## src/rtl/necir_pkg.sv

```systemverilog
// Shared types, codes and constants of the NEC infrared frame decoder.
package necir_pkg;

  localparam int unsigned DurW = 14;
  localparam int unsigned LimW = 12;
  localparam int unsigned ByteW = 8;
  localparam int unsigned StatusW = 4;
  localparam int unsigned IdxW = 3;
  localparam logic [DurW-1:0] DurMax = '1;
  localparam int unsigned FifoDepth = 3;
  localparam int unsigned FifoPtrW = 2;
  localparam int unsigned FifoCntW = 2;

  typedef enum logic [3:0] {
    PH_IDLE,
    PH_LEAD_LOW,
    PH_LEAD_HIGH,
    PH_ADDR_LOW,
    PH_ADDR_HIGH,
    PH_ADDR_INV_LOW,
    PH_ADDR_INV_HIGH,
    PH_CMD_LOW,
    PH_CMD_HIGH,
    PH_CMD_INV_LOW,
    PH_CMD_INV_HIGH
  } phase_e;

  typedef enum logic [StatusW-1:0] {
    ST_OK,
    ST_LEAD_LOW_LONG,
    ST_LEAD_LOW_SHORT,
    ST_LEAD_HIGH_LONG,
    ST_LEAD_HIGH_SHORT,
    ST_ADDR_TIMEOUT,
    ST_ADDR_INV_LOW_SHORT,
    ST_ADDR_INV_HIGH_LONG,
    ST_ADDR_INV_HIGH_SHORT,
    ST_CMD_TIMEOUT,
    ST_CMD_INV_LOW_SHORT,
    ST_CMD_INV_HIGH_LONG,
    ST_CMD_INV_HIGH_SHORT
  } status_e;

  typedef enum logic [IdxW-1:0] {
    REG_LEAD_LOW_MIN,
    REG_LEAD_LOW_MAX,
    REG_LEAD_HIGH_MIN,
    REG_LEAD_HIGH_MAX,
    REG_BIT_LIMIT,
    REG_ADDR_INV_LOW_MIN,
    REG_CMD_INV_LOW_MIN
  } reg_idx_e;

  typedef struct packed {
    logic [DurW-1:0] lead_low_min;
    logic [DurW-1:0] lead_low_max;
    logic [DurW-1:0] lead_high_min;
    logic [DurW-1:0] lead_high_max;
    logic [LimW-1:0] bit_limit;
    logic [LimW-1:0] addr_inv_low_min;
    logic [LimW-1:0] cmd_inv_low_min;
  } cfg_t;

  typedef struct packed {
    logic [StatusW-1:0] status;
    logic [ByteW-1:0]   address;
    logic [ByteW-1:0]   command;
  } result_t;

endpackage

```

## src/rtl/necir_core.sv

```systemverilog
// Frame decoding state machine: one pin sample per step, at most one status result.
module necir_core (
  input  logic                   clk_i,
  input  logic                   rst_ni,
  input  logic                   step_i,
  input  logic                   pin_i,
  input  logic                   release_i,
  input  necir_pkg::cfg_t        cfg_i,
  output logic                   res_valid_o,
  output necir_pkg::result_t     res_o
);

  necir_pkg::phase_e                  phase_q, phase_d;
  logic [necir_pkg::DurW-1:0]         dur_q, dur_d;
  logic [2:0]                         bidx_q, bidx_d;
  logic [necir_pkg::ByteW-1:0]        haddr_q, haddr_d;
  logic [necir_pkg::ByteW-1:0]        hcmd_q, hcmd_d;
  logic                               last_pin_q;

  logic                               emit;
  necir_pkg::status_e                 code;
  logic [necir_pkg::DurW-1:0]         bumped;
  logic [necir_pkg::DurW-1:0]         limit_ext;
  logic [necir_pkg::DurW-1:0]         inv_min_ext;
  logic [3:0]                         offset;
  logic [1:0]                         grp;
  logic [1:0]                         next_grp;
  logic                               inv;
  logic [necir_pkg::ByteW-1:0]        cur_byte;
  logic                               dbit;
  logic                               lim_zero;
  logic [necir_pkg::ByteW-1:0]        mask;

  assign bumped      = (dur_q == necir_pkg::DurMax) ? dur_q : dur_q + 1'b1;
  assign limit_ext   = {2'b00, cfg_i.bit_limit};
  assign lim_zero    = (cfg_i.bit_limit == '0);
  assign offset      = 4'(phase_q) - 4'(necir_pkg::PH_ADDR_LOW);
  assign grp         = offset[2:1];
  assign next_grp    = grp + 2'd1;
  assign inv         = grp[0];
  assign inv_min_ext = grp[1] ? {2'b00, cfg_i.cmd_inv_low_min}
                              : {2'b00, cfg_i.addr_inv_low_min};
  assign mask        = 8'h80 >> bidx_q;

  always_comb begin
    phase_d  = phase_q;
    dur_d    = dur_q;
    bidx_d   = bidx_q;
    haddr_d  = release_i ? '0 : haddr_q;
    hcmd_d   = release_i ? '0 : hcmd_q;
    emit     = 1'b0;
    code     = necir_pkg::ST_OK;
    cur_byte = grp[1] ? hcmd_d : haddr_d;
    dbit     = |(cur_byte & mask);
    case (phase_q)
      necir_pkg::PH_IDLE: begin
        if (last_pin_q && !pin_i && !((haddr_d != '0) && (hcmd_d != '0))) begin
          phase_d = necir_pkg::PH_LEAD_LOW;
          dur_d   = 14'd1;
          if (cfg_i.lead_low_max == '0) begin
            emit = 1'b1;
            code = necir_pkg::ST_LEAD_LOW_LONG;
          end
        end
      end
      necir_pkg::PH_LEAD_LOW: begin
        if (!pin_i) begin
          dur_d = bumped;
          if (bumped > cfg_i.lead_low_max) begin
            emit = 1'b1;
            code = necir_pkg::ST_LEAD_LOW_LONG;
          end
        end else if (dur_q < cfg_i.lead_low_min) begin
          emit = 1'b1;
          code = necir_pkg::ST_LEAD_LOW_SHORT;
        end else begin
          phase_d = necir_pkg::PH_LEAD_HIGH;
          dur_d   = 14'd1;
          if (cfg_i.lead_high_max == '0) begin
            emit = 1'b1;
            code = necir_pkg::ST_LEAD_HIGH_LONG;
          end
        end
      end
      necir_pkg::PH_LEAD_HIGH: begin
        if (pin_i) begin
          dur_d = bumped;
          if (bumped > cfg_i.lead_high_max) begin
            emit = 1'b1;
            code = necir_pkg::ST_LEAD_HIGH_LONG;
          end
        end else if (dur_q < cfg_i.lead_high_min) begin
          emit = 1'b1;
          code = necir_pkg::ST_LEAD_HIGH_SHORT;
        end else begin
          haddr_d = '0;
          bidx_d  = '0;
          phase_d = necir_pkg::PH_ADDR_LOW;
          dur_d   = 14'd1;
          if (lim_zero) begin
            emit = 1'b1;
            code = necir_pkg::ST_ADDR_TIMEOUT;
          end
        end
      end
      necir_pkg::PH_ADDR_LOW, necir_pkg::PH_ADDR_INV_LOW,
      necir_pkg::PH_CMD_LOW, necir_pkg::PH_CMD_INV_LOW: begin
        if (!pin_i) begin
          dur_d = bumped;
          if (bumped > limit_ext) begin
            emit = 1'b1;
            code = grp[1] ? necir_pkg::ST_CMD_TIMEOUT : necir_pkg::ST_ADDR_TIMEOUT;
          end
        end else if (inv && (dur_q < inv_min_ext)) begin
          emit = 1'b1;
          code = grp[1] ? necir_pkg::ST_CMD_INV_LOW_SHORT
                        : necir_pkg::ST_ADDR_INV_LOW_SHORT;
        end else begin
          phase_d = necir_pkg::phase_e'(4'(phase_q) + 4'd1);
          dur_d   = 14'd1;
          if (inv && lim_zero && dbit) begin
            emit = 1'b1;
            code = grp[1] ? necir_pkg::ST_CMD_INV_HIGH_LONG
                          : necir_pkg::ST_ADDR_INV_HIGH_LONG;
          end
        end
      end
      necir_pkg::PH_ADDR_HIGH, necir_pkg::PH_ADDR_INV_HIGH,
      necir_pkg::PH_CMD_HIGH, necir_pkg::PH_CMD_INV_HIGH: begin
        if (pin_i) begin
          dur_d = bumped;
          if (inv && (bumped > limit_ext) && dbit) begin
            emit = 1'b1;
            code = grp[1] ? necir_pkg::ST_CMD_INV_HIGH_LONG
                          : necir_pkg::ST_ADDR_INV_HIGH_LONG;
          end
        end else if (inv && (dur_q < limit_ext) && !dbit) begin
          emit = 1'b1;
          code = grp[1] ? necir_pkg::ST_CMD_INV_HIGH_SHORT
                        : necir_pkg::ST_ADDR_INV_HIGH_SHORT;
        end else begin
          if (!inv && (dur_q > limit_ext)) begin
            if (grp[1]) begin
              hcmd_d = hcmd_d | mask;
            end else begin
              haddr_d = haddr_d | mask;
            end
          end
          if (bidx_q != 3'd7) begin
            bidx_d  = bidx_q + 3'd1;
            phase_d = necir_pkg::phase_e'(4'(necir_pkg::PH_ADDR_LOW) + {1'b0, grp, 1'b0});
            dur_d   = 14'd1;
            if (lim_zero) begin
              emit = 1'b1;
              code = grp[1] ? necir_pkg::ST_CMD_TIMEOUT : necir_pkg::ST_ADDR_TIMEOUT;
            end
          end else begin
            bidx_d = '0;
            if (grp == 2'd3) begin
              emit = 1'b1;
              code = necir_pkg::ST_OK;
            end else begin
              if (grp == 2'd1) begin
                hcmd_d = '0;
              end
              phase_d = necir_pkg::phase_e'(4'(necir_pkg::PH_ADDR_LOW)
                                            + {1'b0, next_grp, 1'b0});
              dur_d   = 14'd1;
              if (lim_zero) begin
                emit = 1'b1;
                code = next_grp[1] ? necir_pkg::ST_CMD_TIMEOUT
                                   : necir_pkg::ST_ADDR_TIMEOUT;
              end
            end
          end
        end
      end
      default: begin
        phase_d = necir_pkg::PH_IDLE;
      end
    endcase
    if (emit) begin
      phase_d = necir_pkg::PH_IDLE;
    end
  end

  always_ff @(posedge clk_i or negedge rst_ni) begin
    if (!rst_ni) begin
      phase_q    <= necir_pkg::PH_IDLE;
      dur_q      <= '0;
      bidx_q     <= '0;
      haddr_q    <= '0;
      hcmd_q     <= '0;
      last_pin_q <= 1'b1;
    end else if (step_i) begin
      phase_q    <= phase_d;
      dur_q      <= dur_d;
      bidx_q     <= bidx_d;
      haddr_q    <= haddr_d;
      hcmd_q     <= hcmd_d;
      last_pin_q <= pin_i;
    end
  end

  assign res_valid_o   = step_i && emit;
  assign res_o.status  = code;
  assign res_o.address = haddr_d;
  assign res_o.command = hcmd_d;

endmodule

```

## src/rtl/necir_out_fifo.sv

```systemverilog
// Small result queue that decouples the decoder from a stalling receiver.
module necir_out_fifo (
  input  logic                              clk_i,
  input  logic                              rst_ni,
  input  logic                              push_i,
  input  necir_pkg::result_t                data_i,
  input  logic                              pop_i,
  output logic                              valid_o,
  output necir_pkg::result_t                data_o,
  output logic [necir_pkg::FifoCntW-1:0]    count_o
);

  necir_pkg::result_t                 mem_q [necir_pkg::FifoDepth];
  logic [necir_pkg::FifoPtrW-1:0]     wr_q, rd_q;
  logic [necir_pkg::FifoCntW-1:0]     cnt_q;
  logic                               do_pop;

  localparam logic [necir_pkg::FifoPtrW-1:0] LastPtr =
    necir_pkg::FifoPtrW'(necir_pkg::FifoDepth - 1);

  assign do_pop = pop_i && (cnt_q != '0);

  always_ff @(posedge clk_i or negedge rst_ni) begin
    if (!rst_ni) begin
      wr_q  <= '0;
      rd_q  <= '0;
      cnt_q <= '0;
    end else begin
      if (push_i) begin
        wr_q <= (wr_q == LastPtr) ? '0 : wr_q + 1'b1;
      end
      if (do_pop) begin
        rd_q <= (rd_q == LastPtr) ? '0 : rd_q + 1'b1;
      end
      if (push_i && !do_pop) begin
        cnt_q <= cnt_q + 1'b1;
      end else if (!push_i && do_pop) begin
        cnt_q <= cnt_q - 1'b1;
      end
    end
  end

  always_ff @(posedge clk_i) begin
    if (push_i) begin
      mem_q[wr_q] <= data_i;
    end
  end

  assign valid_o = (cnt_q != '0);
  assign data_o  = mem_q[rd_q];
  assign count_o = cnt_q;

endmodule

```

## src/rtl/nec_ir_frame_decoder.sv

```systemverilog
// Top level of the NEC infrared frame decoder with its configuration registers.
// The decoder takes one pin sample per cycle unless stalled; each is decoded in a
// single pass of the frame state machine behind a one-stage input register. The
// status result of the sample that ends or fails a frame then waits in a
// three-entry queue; the input stalls only when that queue and the sample in flight
// could fill it because the receiver is stalling.
// Configuration writes are always ready and take effect at once.
module nec_ir_frame_decoder (
  input  logic                                clk_i,
  input  logic                                rst_ni,
  input  logic                                in_valid_i,
  output logic                                in_stall_o,
  input  logic                                pin_level_i,
  input  logic                                release_req_i,
  output logic                                out_valid_o,
  input  logic                                out_stall_i,
  output logic [necir_pkg::StatusW-1:0]       status_o,
  output logic [necir_pkg::ByteW-1:0]         address_o,
  output logic [necir_pkg::ByteW-1:0]         command_o,
  input  logic                                cfg_valid_i,
  output logic                                cfg_ready_o,
  input  logic [necir_pkg::IdxW-1:0]          cfg_index_i,
  input  logic [necir_pkg::DurW-1:0]          cfg_data_i
);

  necir_pkg::cfg_t                    cfg_q;
  logic                               s1_valid_q;
  logic                               s1_pin_q;
  logic                               s1_rel_q;
  logic                               in_accept;
  logic                               res_valid;
  necir_pkg::result_t                 res;
  necir_pkg::result_t                 head;
  logic [necir_pkg::FifoCntW-1:0]     fifo_cnt;
  logic [necir_pkg::FifoCntW:0]       pending;

  assign cfg_ready_o = 1'b1;
  assign pending     = {1'b0, fifo_cnt} + {{necir_pkg::FifoCntW{1'b0}}, s1_valid_q};
  assign in_stall_o  = (pending >= (necir_pkg::FifoCntW + 1)'(necir_pkg::FifoDepth));
  assign in_accept   = in_valid_i && !in_stall_o;

  always_ff @(posedge clk_i or negedge rst_ni) begin
    if (!rst_ni) begin
      cfg_q.lead_low_min     <= 14'd6000;
      cfg_q.lead_low_max     <= 14'd12000;
      cfg_q.lead_high_min    <= 14'd4000;
      cfg_q.lead_high_max    <= 14'd8000;
      cfg_q.bit_limit        <= 12'd600;
      cfg_q.addr_inv_low_min <= 12'd45;
      cfg_q.cmd_inv_low_min  <= 12'd400;
    end else if (cfg_valid_i && cfg_ready_o) begin
      case (cfg_index_i)
        necir_pkg::REG_LEAD_LOW_MIN:     cfg_q.lead_low_min     <= cfg_data_i;
        necir_pkg::REG_LEAD_LOW_MAX:     cfg_q.lead_low_max     <= cfg_data_i;
        necir_pkg::REG_LEAD_HIGH_MIN:    cfg_q.lead_high_min    <= cfg_data_i;
        necir_pkg::REG_LEAD_HIGH_MAX:    cfg_q.lead_high_max    <= cfg_data_i;
        necir_pkg::REG_BIT_LIMIT:        cfg_q.bit_limit        <= cfg_data_i[11:0];
        necir_pkg::REG_ADDR_INV_LOW_MIN: cfg_q.addr_inv_low_min <= cfg_data_i[11:0];
        necir_pkg::REG_CMD_INV_LOW_MIN:  cfg_q.cmd_inv_low_min  <= cfg_data_i[11:0];
        default: begin
        end
      endcase
    end
  end

  always_ff @(posedge clk_i or negedge rst_ni) begin
    if (!rst_ni) begin
      s1_valid_q <= 1'b0;
    end else begin
      s1_valid_q <= in_accept;
    end
  end

  always_ff @(posedge clk_i) begin
    if (in_accept) begin
      s1_pin_q <= pin_level_i;
      s1_rel_q <= release_req_i;
    end
  end

  necir_core u_core (
    .clk_i       (clk_i),
    .rst_ni      (rst_ni),
    .step_i      (s1_valid_q),
    .pin_i       (s1_pin_q),
    .release_i   (s1_rel_q),
    .cfg_i       (cfg_q),
    .res_valid_o (res_valid),
    .res_o       (res)
  );

  necir_out_fifo u_out_fifo (
    .clk_i   (clk_i),
    .rst_ni  (rst_ni),
    .push_i  (res_valid),
    .data_i  (res),
    .pop_i   (!out_stall_i),
    .valid_o (out_valid_o),
    .data_o  (head),
    .count_o (fifo_cnt)
  );

  assign status_o  = head.status;
  assign address_o = head.address;
  assign command_o = head.command;

`ifndef SYNTH
  a_no_overflow: assert property (@(posedge clk_i) disable iff (!rst_ni)
    (res_valid && (fifo_cnt == 2'd3)) |-> !out_stall_i)
    else $error("Result queue overflow.");

  a_stall_blocks: assert property (@(posedge clk_i) disable iff (!rst_ni)
    in_stall_o |=> !s1_valid_q)
    else $error("A sample entered the input register while stalled.");

  a_status_range: assert property (@(posedge clk_i) disable iff (!rst_ni)
    res_valid |-> (res.status <= 4'd12))
    else $error("Status code out of range.");

  a_valid_matches: assert property (@(posedge clk_i) disable iff (!rst_ni)
    out_valid_o == (fifo_cnt != '0))
    else $error("Output valid disagrees with queue fill.");
`endif

endmodule

```

## config.mk

```make
export PLATFORM = sky130hd
export DESIGN_NAME = nec_ir_frame_decoder
export DESIGN_NICKNAME = d
export VERILOG_FILES = /design/src/rtl/necir_pkg.sv /design/src/rtl/necir_core.sv /design/src/rtl/necir_out_fifo.sv /design/src/rtl/nec_ir_frame_decoder.sv
export SDC_FILE = /design/constraint.sdc
export NUM_CORES = 1
export LEC_CHECK = 0
export BUFFER_PORTS_ARGS = -buffer_cell sky130_fd_sc_hd__buf_2
export CORE_MARGIN = 3
export CORE_UTILIZATION = 55
export CTS_BUF_LIST = sky130_fd_sc_hd__clkbuf_4 sky130_fd_sc_hd__clkbuf_8
export DETAILED_ROUTE_END_ITERATION = 16
export PLACE_DENSITY_LB_ADDON = 0.08
export SLEW_MARGIN = 20
export SYNTH_ARGS = -nofsm -noshare
export SYNTH_HDL_FRONTEND = slang
export SYNTH_SLANG_ARGS = --single-unit
```

## constraint.sdc

```tcl
create_clock -name clk_i -period 9.8 [get_ports clk_i]
set_clock_uncertainty 0.2 [all_clocks]
set_input_delay 1.47 -clock clk_i [delete_from_list [all_inputs] [get_ports clk_i]]
set_output_delay 1.47 -clock clk_i [all_outputs]
set_load 0.02 [all_outputs]
```

# Word level (Yosys, flattened, before mapping)
# Memories as Yosys holds them, arrays and structs flattened.
# Index checks and enable logic that the tools add are counted.
dict set report word_totals {
  inputBits 24
  elab_cells 239
  ramBits 60
  n_memories 1
  ff_bits 139
  output_inout_bits 23
}
dict set report classes {
  shift 1
  n_addsub 12
  n_reduce_logical 48
  n_mux 104
  bitwise 3
  magnitude_cmp 9
  n_eq_ne 42
}
# name depth width rd rd_clocked_by_memory_dff wr line_no
set memory_table {}
lappend memory_table {u_out_fifo.mem_q 3 20 1 0 1 necir_out_fifo.sv:13} ;# necir_pkg::result_t mem_q [necir_pkg::FifoDepth];
# cell count
set ops {}
lappend ops {{two-way mux 14 bit} 12}
lappend ops {{two-way mux 8 bit} 17}
lappend ops {{two-way mux 4 bit} 32}
lappend ops {{case mux 14 bit (5 select lines)} 1}
lappend ops {{< comparator 14 bit} 3}
lappend ops {{case mux 4 bit (5 select lines)} 2}
lappend ops {{> comparator 14 x 12 -> 1 bit} 2}
lappend ops {{> comparator 14 bit} 2}
lappend ops {{logical NOT 14 bit} 2}
lappend ops {{!= test 3 x 2 -> 1 bit (second input constant)} 8}
lappend ops {{two-way mux 1 bit} 23}
lappend ops {{two-way mux 3 bit} 7}
lappend ops {{== test 4 x 3 -> 1 bit (second input constant)} 4}
lappend ops {{logical AND 1 bit} 16}
lappend ops {{OR 8 bit} 2}
lappend ops {{case mux 8 bit (2 select lines)} 1}
lappend ops {{nonzero test 8 bit} 2}
lappend ops {{!= test 3 bit (second input constant)} 5}
lappend ops {{adder 14 x 1 -> 14 bit (second input constant)} 1}
lappend ops {{== test 14 bit (second input constant)} 1}
lappend ops {{< comparator 14 x 12 -> 1 bit} 1}
lappend ops {{AND reduction 2 bit} 7}
lappend ops {{== test 4 bit (second input constant)} 3}
lappend ops {{logical NOT 12 bit} 1}
lappend ops {{36 further kinds} 64}

# Longest topological paths before layout
dict set report logic_depth {
  word_depth 14
  ltp_mapped 20
  depth_no_buf 19
}

# Modules after synthesis
# From an unflattened synthesis, not the netlist that was laid out.
dict set report hier_totals {
  cells_unflattened 1078
  area_unflattened_um2 11870.1
}
# mod cells_per_inst area_per_inst_um2 n_inst
set modules_own_cells {}
lappend modules_own_cells {necir_core 714 5612.9 1}
lappend modules_own_cells {nec_ir_frame_decoder 211 3724.8 1}
lappend modules_own_cells {necir_out_fifo 153 2532.4 1}

# Least setup slack after synthesis
# Ideal clock, no wire load.
dict set report synth_timing {
  path_type {register to register}
  startpoint {register u_core.dur_q[3] (netlist name)}
  endpoint {memory u_out_fifo.mem_q[2][0] (netlist name) (enable)}
  t_arrival_ps 4820
  synth_period_minus_slack_ps 5447
  setup_slack_ps 4353
  path_stages_with_launch 16
  setup_ps 427
  t_required_ps 9173
  cell_sequence {dfrtp_1 -> nand4_1 -> nor4_2 -> nand4_1 -> and4_1 -> nand2_1 -> xnor2_1 -> ha_1 -> nand3_1 -> or2_2 -> a211o_1 -> nand4b_1 -> a21oi_1 -> a31o_1 -> buf_6 -> nor3b_1}
}
dict set report synth_via {
  elab_chain_cells 11
  word_cells_on_any_way 31
  classes_between {add/sub (1); order compare (7); eq/ne (1); mux (16); reduce/logical (6)}
}
# item line_no
set synth_lines {}
lappend synth_lines {{start, declared} necir_core.sv:14} ;# logic [necir_pkg::DurW-1:0] dur_q, dur_d;
lappend synth_lines {{start signal, assigned} necir_core.sv:197} ;# dur_q <= dur_d;
lappend synth_lines {{adder 14 x 1 -> 14 bit or == test 14 bit (tied branches)} necir_core.sv:34} ;# assign bumped = (dur_q == necir_pkg::DurMax) ? dur_q : dur_q + 1'b1;
lappend synth_lines {{two-way mux 14 bit} necir_core.sv:34}
lappend synth_lines {{> comparator 14 x 12 -> 1 bit} {necir_core.sv:110, necir_core.sv:132}}
lappend synth_lines {{logical AND 1 bit (2 in series)} necir_core.sv:132} ;# if (inv && (bumped > limit_ext) && dbit) begin
lappend synth_lines {{two-way mux 1 bit} necir_core.sv:132}
lappend synth_lines {{two-way mux 1 bit} necir_core.sv:130} ;# if (pin_i) begin
lappend synth_lines {{case mux 1 bit (5 select lines) *} necir_core.sv:55} ;# case (phase_q)
lappend synth_lines {{logical AND 1 bit *} necir_core.sv:205} ;# assign res_valid_o = step_i && emit;
lappend synth_lines {{two-way mux 1 bit *} necir_out_fifo.sv:44} ;# if (push_i) begin
lappend synth_lines {{two-way mux 1 bit (implied by the code) *} necir_out_fifo.sv:45} ;# mem_q[wr_q] <= data_i;
lappend synth_lines {{end, declared} necir_out_fifo.sv:13}
# Every way passes the cells marked *; elsewhere a longest branch is shown, timed or not.

# Worst setup path after layout
dict set report layout_timing {
  startpoint {register u_core.dur_q[3] (netlist name)}
  endpoint {register u_out_fifo.cnt_q, in the netlist u_out_fifo.count_o[1]}
}
dict set report layout_via {
  elab_chain_cells 12
  word_cells_on_any_way 34
  classes_between {add/sub (1); order compare (7); eq/ne (1); mux (15); reduce/logical (10)}
}
# item line_no
set layout_lines {}
lappend layout_lines {{adder 14 x 1 -> 14 bit or == test 14 bit (tied branches)} necir_core.sv:34}
lappend layout_lines {{two-way mux 14 bit} necir_core.sv:34}
lappend layout_lines {{> comparator 14 x 12 -> 1 bit} {necir_core.sv:110, necir_core.sv:132}}
lappend layout_lines {{logical AND 1 bit (2 in series)} necir_core.sv:132}
lappend layout_lines {{two-way mux 1 bit} necir_core.sv:132}
lappend layout_lines {{two-way mux 1 bit} necir_core.sv:130}
lappend layout_lines {{case mux 1 bit (5 select lines) *} necir_core.sv:55}
lappend layout_lines {{logical AND 1 bit *} necir_core.sv:205}
lappend layout_lines {{named net res_valid} nec_ir_frame_decoder.sv:31} ;# logic res_valid;
lappend layout_lines {{logical NOT 1 bit} necir_out_fifo.sv:37} ;# end else if (!push_i && do_pop) begin
lappend layout_lines {{logical AND 1 bit} necir_out_fifo.sv:37}
lappend layout_lines {{nonzero test 2 bit (no source line)} --}
lappend layout_lines {{end signal, assigned} necir_out_fifo.sv:36} ;# cnt_q <= cnt_q + 1'b1;
lappend layout_lines {{end signal, assigned} necir_out_fifo.sv:38} ;# cnt_q <= cnt_q - 1'b1;
lappend layout_lines {{end, declared} necir_out_fifo.sv:15} ;# logic [necir_pkg::FifoCntW-1:0] cnt_q;
# Mark *: on every way through the listed nets, which the timed path passes. The rest lies on a longest branch.
# A chain may end at the register's enable or synchronous reset.

==> impl_results.md <==
- Synthesized net count: 1,228
- Crit path kind: reg2reg
- Synth cell types: 71
- DR pass1 iterations: 5
- Status: complete, no violations
- Vias in the first global route: 7,947
- Flops & latches, synth: 199
- Reg2reg start: u_core.dur_q[3]$_DFFE_PN0P_
- Setup crit end kind: flip-flop
- Most frequent cell after synthesis: nand2_1
- Skew-Pair Late Insertion Delay: 480 ps
- Total track usage: 25.18%
- Initial Utilization: 56.29%
- Period Utilization, post-route: 58.86%
- Sequential cell area: 0.005339 sq mm
- Setup crit start: u_core.dur_q[3]$_DFFE_PN0P_
- Row cnt: 52
- Remaining DRCs: 0
- # IOs: 47
- Top post-synthesis cells by area: dfrtp_1 (22%), edfxtp_1 (16%), ha_1 (12%)
- Ys flop type: dfrtp_1
- Worst Hold Class: reg2reg
- Layout Area Growth over Synthesis: 7.871%
- Reg2reg setup slack: 4030 ps
- CTS buffer count: 17
- Cells after Synth: 1,097
- Slew Limit Fails: 0
- Port Buffers: 45
- Grt total ovfl: 0
- P_leak: 5.462 nW
- DRT antenna net count: 0
- Power share of the clock group: 20.4%
- Core area: 0.02036 sq mm
- Share of flip-flops with an asynchronous set or reset: 68.84%
- Final Instance Count excl. Fillers: 1,410
- Ant diodes: 0
- CTS clock-pin slew for the worst setup and hold paths: 120 ps
- RR Endpoint: u_out_fifo.count_o[1]$_DFFE_PN0P_
- Wire per inst: 19.36 microns
- Total Wirelength: 27,300 microns
- CTS H-tree depth: 4
- Die Y: 150.4 microns
- Final HPWL DP: 20,390 microns
- Maximum number of pins on one net before global-route repair: 72
- P_int: 1.625 mW
- Worst setup SP type: flip-flop
- Post-Place Cells: 1,378
- CTS tree: yes
- Clock tree sinks: 199
- Critical Path Fanout Max: 10
- RSZ-0062 raised after global routing: false
- Fill cells: 1,744
- Warnings, synthesis: 0
- Max-Cap Viols: 0
- Worst R2R Path Depth: 18
- Synth area leader: dfrtp_1
- PwrDens: 218.2 mW/mm^2
- Gpl congestion: 0.9324
- Top cells by count, synth: nand2_1 (115), ha_1 (107), o21ai_0 (106)
- Post-CTS Setup Inserts: 0
- Share of layout cells above drive strength 1: 17.98%
- Seq/Total Area, Yosys: 46.57%
- CTS Buffer Depth: 2
- CTS hold repair buffers: 0
- Chip width: 150.4 microns
- Top cell type's share of synthesized area: 21.61%
- Via/cell ratio: 5.915
- 1st-iter DRT viols: 496
- Sw frac: 39.79%
- Setup_tns: 0 ps
- Cell with the largest stage delay on the worst path: a2111oi_0
- Worst slew pin tran: 1002 ps
- Max transition margin: 32.87%
- PostCTS Resize Cnt: 0
- Combinational share of power: 37.3%
- Final nets: 1,258
- WP data arrival: 5980 ps
- Sequential share of power: 42.3%
- Crit-path cells: nand4_1 > nor4_2 > nand4_1 > nand3_1 > nor2_1 > xnor2_1 > ha_1 > and3_1 > o21a_1 > a2111oi_0 > o31ai_1 > a22o_1 > a21oi_1 > a31o_1 > inv_1 > ha_1 > nor2_1 > xor2_1
- Max IR drop VDD: 127.9 uV
- WP data required: 10,010 ps
- Clk root buf: clkbuf_8
- First-pass GRT wire length: 43,840 microns
- Hold slack: 318.6 ps
- Die area: 0.02261 sq mm
- Final hold viol count: 0
- Crit-path max cell delay: 690 ps
- Vias post-DR: 8,340
- Final setup fails: 0
- NetSw: 1.074 mW
- Number of flops mapped to enable cells by yosys: 62
- Fin crit period: 5768 ps
- Setup crit end: u_out_fifo.count_o[1]$_DFFE_PN0P_
- Fmax: 173.4 MHz
- Syn_area_per_cell: 10.45 sq um
- Multi-input logic area: 0.005644 sq mm
- Initial antenna violation count: 0
- Mapped Area: 0.01146 sq mm
## cell type report
type                    instances  area share (%)
clock buffers                  18           1.953
clock inverters                14           1.396
inverters                      90           2.732
multi-input cells             766           45.65
flip-flops and latches        199           43.18
well taps                     270           2.732
repair buffers                 53           2.358
## through the flow
stage / power [mW] / utilization [%] / setup WS, ps / area, sq um
floorplan: 1.850 / - / 4353 / 11460
global placement: 2.139 / 58.62 / 4313 / 11940
detailed placement: 2.161 / 58.65 / 4175 / 11940
CTS: 2.715 / 60.68 / 4153 / 12360
global route: 2.888 / 60.72 / 3605 / 12360
finish: 2.699 / 60.72 / 4032 / 12360
## worst max-delay path, delay by kind of cell, from the launching register on
kind,cells,cell delay [ps]
AO/OA/AOI/OAI,6,1910
XOR/XNOR,2,470
adder cells (fa/ha/maj),2,660
buffers and inverters,1,90
flip-flops,1,530
AND/OR/NAND/NOR,7,1820
## power groups by stage
| stage | logic (mW) | clock network (mW) | registers (mW) |
|---|---|---|---|
| after CTS | 1.01 | 0.563 | 1.14 |
| after global placement | 0.984 | 0 | 1.16 |
| final | 1.01 | 0.550 | 1.14 |
| after floorplan | 0.767 | 0 | 1.08 |
| after detailed placement | 1.00 | 0 | 1.16 |
| after global routing | 1.13 | 0.599 | 1.16 |
## worst min-delay path by stage
stage | from | to | cells past startpoint
final | cfg_q[18]$_DFFE_PN0P_ | cfg_q[18]$_DFFE_PN0P_ | 1
after global routing | cfg_q[18]$_DFFE_PN0P_ | cfg_q[18]$_DFFE_PN0P_ | 1
after CTS | cfg_q[18]$_DFFE_PN0P_ | cfg_q[18]$_DFFE_PN0P_ | 1
after detailed placement | cfg_q[18]$_DFFE_PN0P_ | cfg_q[18]$_DFFE_PN0P_ | 1
after global placement | cfg_q[5]$_DFFE_PN0P_ | cfg_q[5]$_DFFE_PN0P_ | 1
after floorplan | cfg_q[50]$_DFFE_PN0P_ | cfg_q[50]$_DFFE_PN0P_ | 1
## per-layer routing
layer	vias to the layer above	wire length [microns]	track usage, %
met2	172	13810	43.46
met3	33	844	2.920
met5	-	0	0
met1	4082	12110	33.57
met4	0	542	7.319
li1	4053	-	-
## kinds of logic (layout without fill, tap and decap cells)
group                      after synthesis  count (layout)  share of synthesized area, %
buffers and inverters                  132             175                         4.574
xor gates and xnor gates                18              18                         1.539
muxes                                   91              91                         8.645
adders and majority gates              107             107                         11.68
other                                    1               1                       0.03272
AOI/OAI and AO/OA                      248             248                         14.07
and+or+nand+nor                        301             301                         12.89
DFF                                    199             199                         46.57
## cells in the final DEF, fill, tap and decap left out, drive strengths merged, types with 11 or more instances in the layout
cell type  synthesis  layout
a21oi             29      29
nor2b             14      14
nand3             18      18
and3              11      11
nor4              17      17
ha               107     107
nor3              19      19
nor2              50      50
dfstp             38      38
xnor2             13      13
mux2              55      55
a22o              12      12
clkbuf            28      18
mux2i             36      36
inv               89      98
edfxtp            62      62
nand2            115     115
o21ai            109     109
nand4             22      22
dfrtp             99      99
buf               14      53
a21o              13      13
## flip-flops by register name, indices dropped and copies added, names as in the netlist
name,flops
u_core.bidx_q,3
u_core.phase_q,4
u_out_fifo.mem_q,60
s1_pin_q,1
u_core.haddr_q,8
u_core.dur_q,14
u_out_fifo.count_o,2
u_out_fifo.rd_q,2
s1_valid_q,1
u_core.last_pin_q,1
u_core.hcmd_q,8
cfg_q,92
u_out_fifo.wr_q,2
s1_rel_q,1
Power figures use the tool's default switching activity.
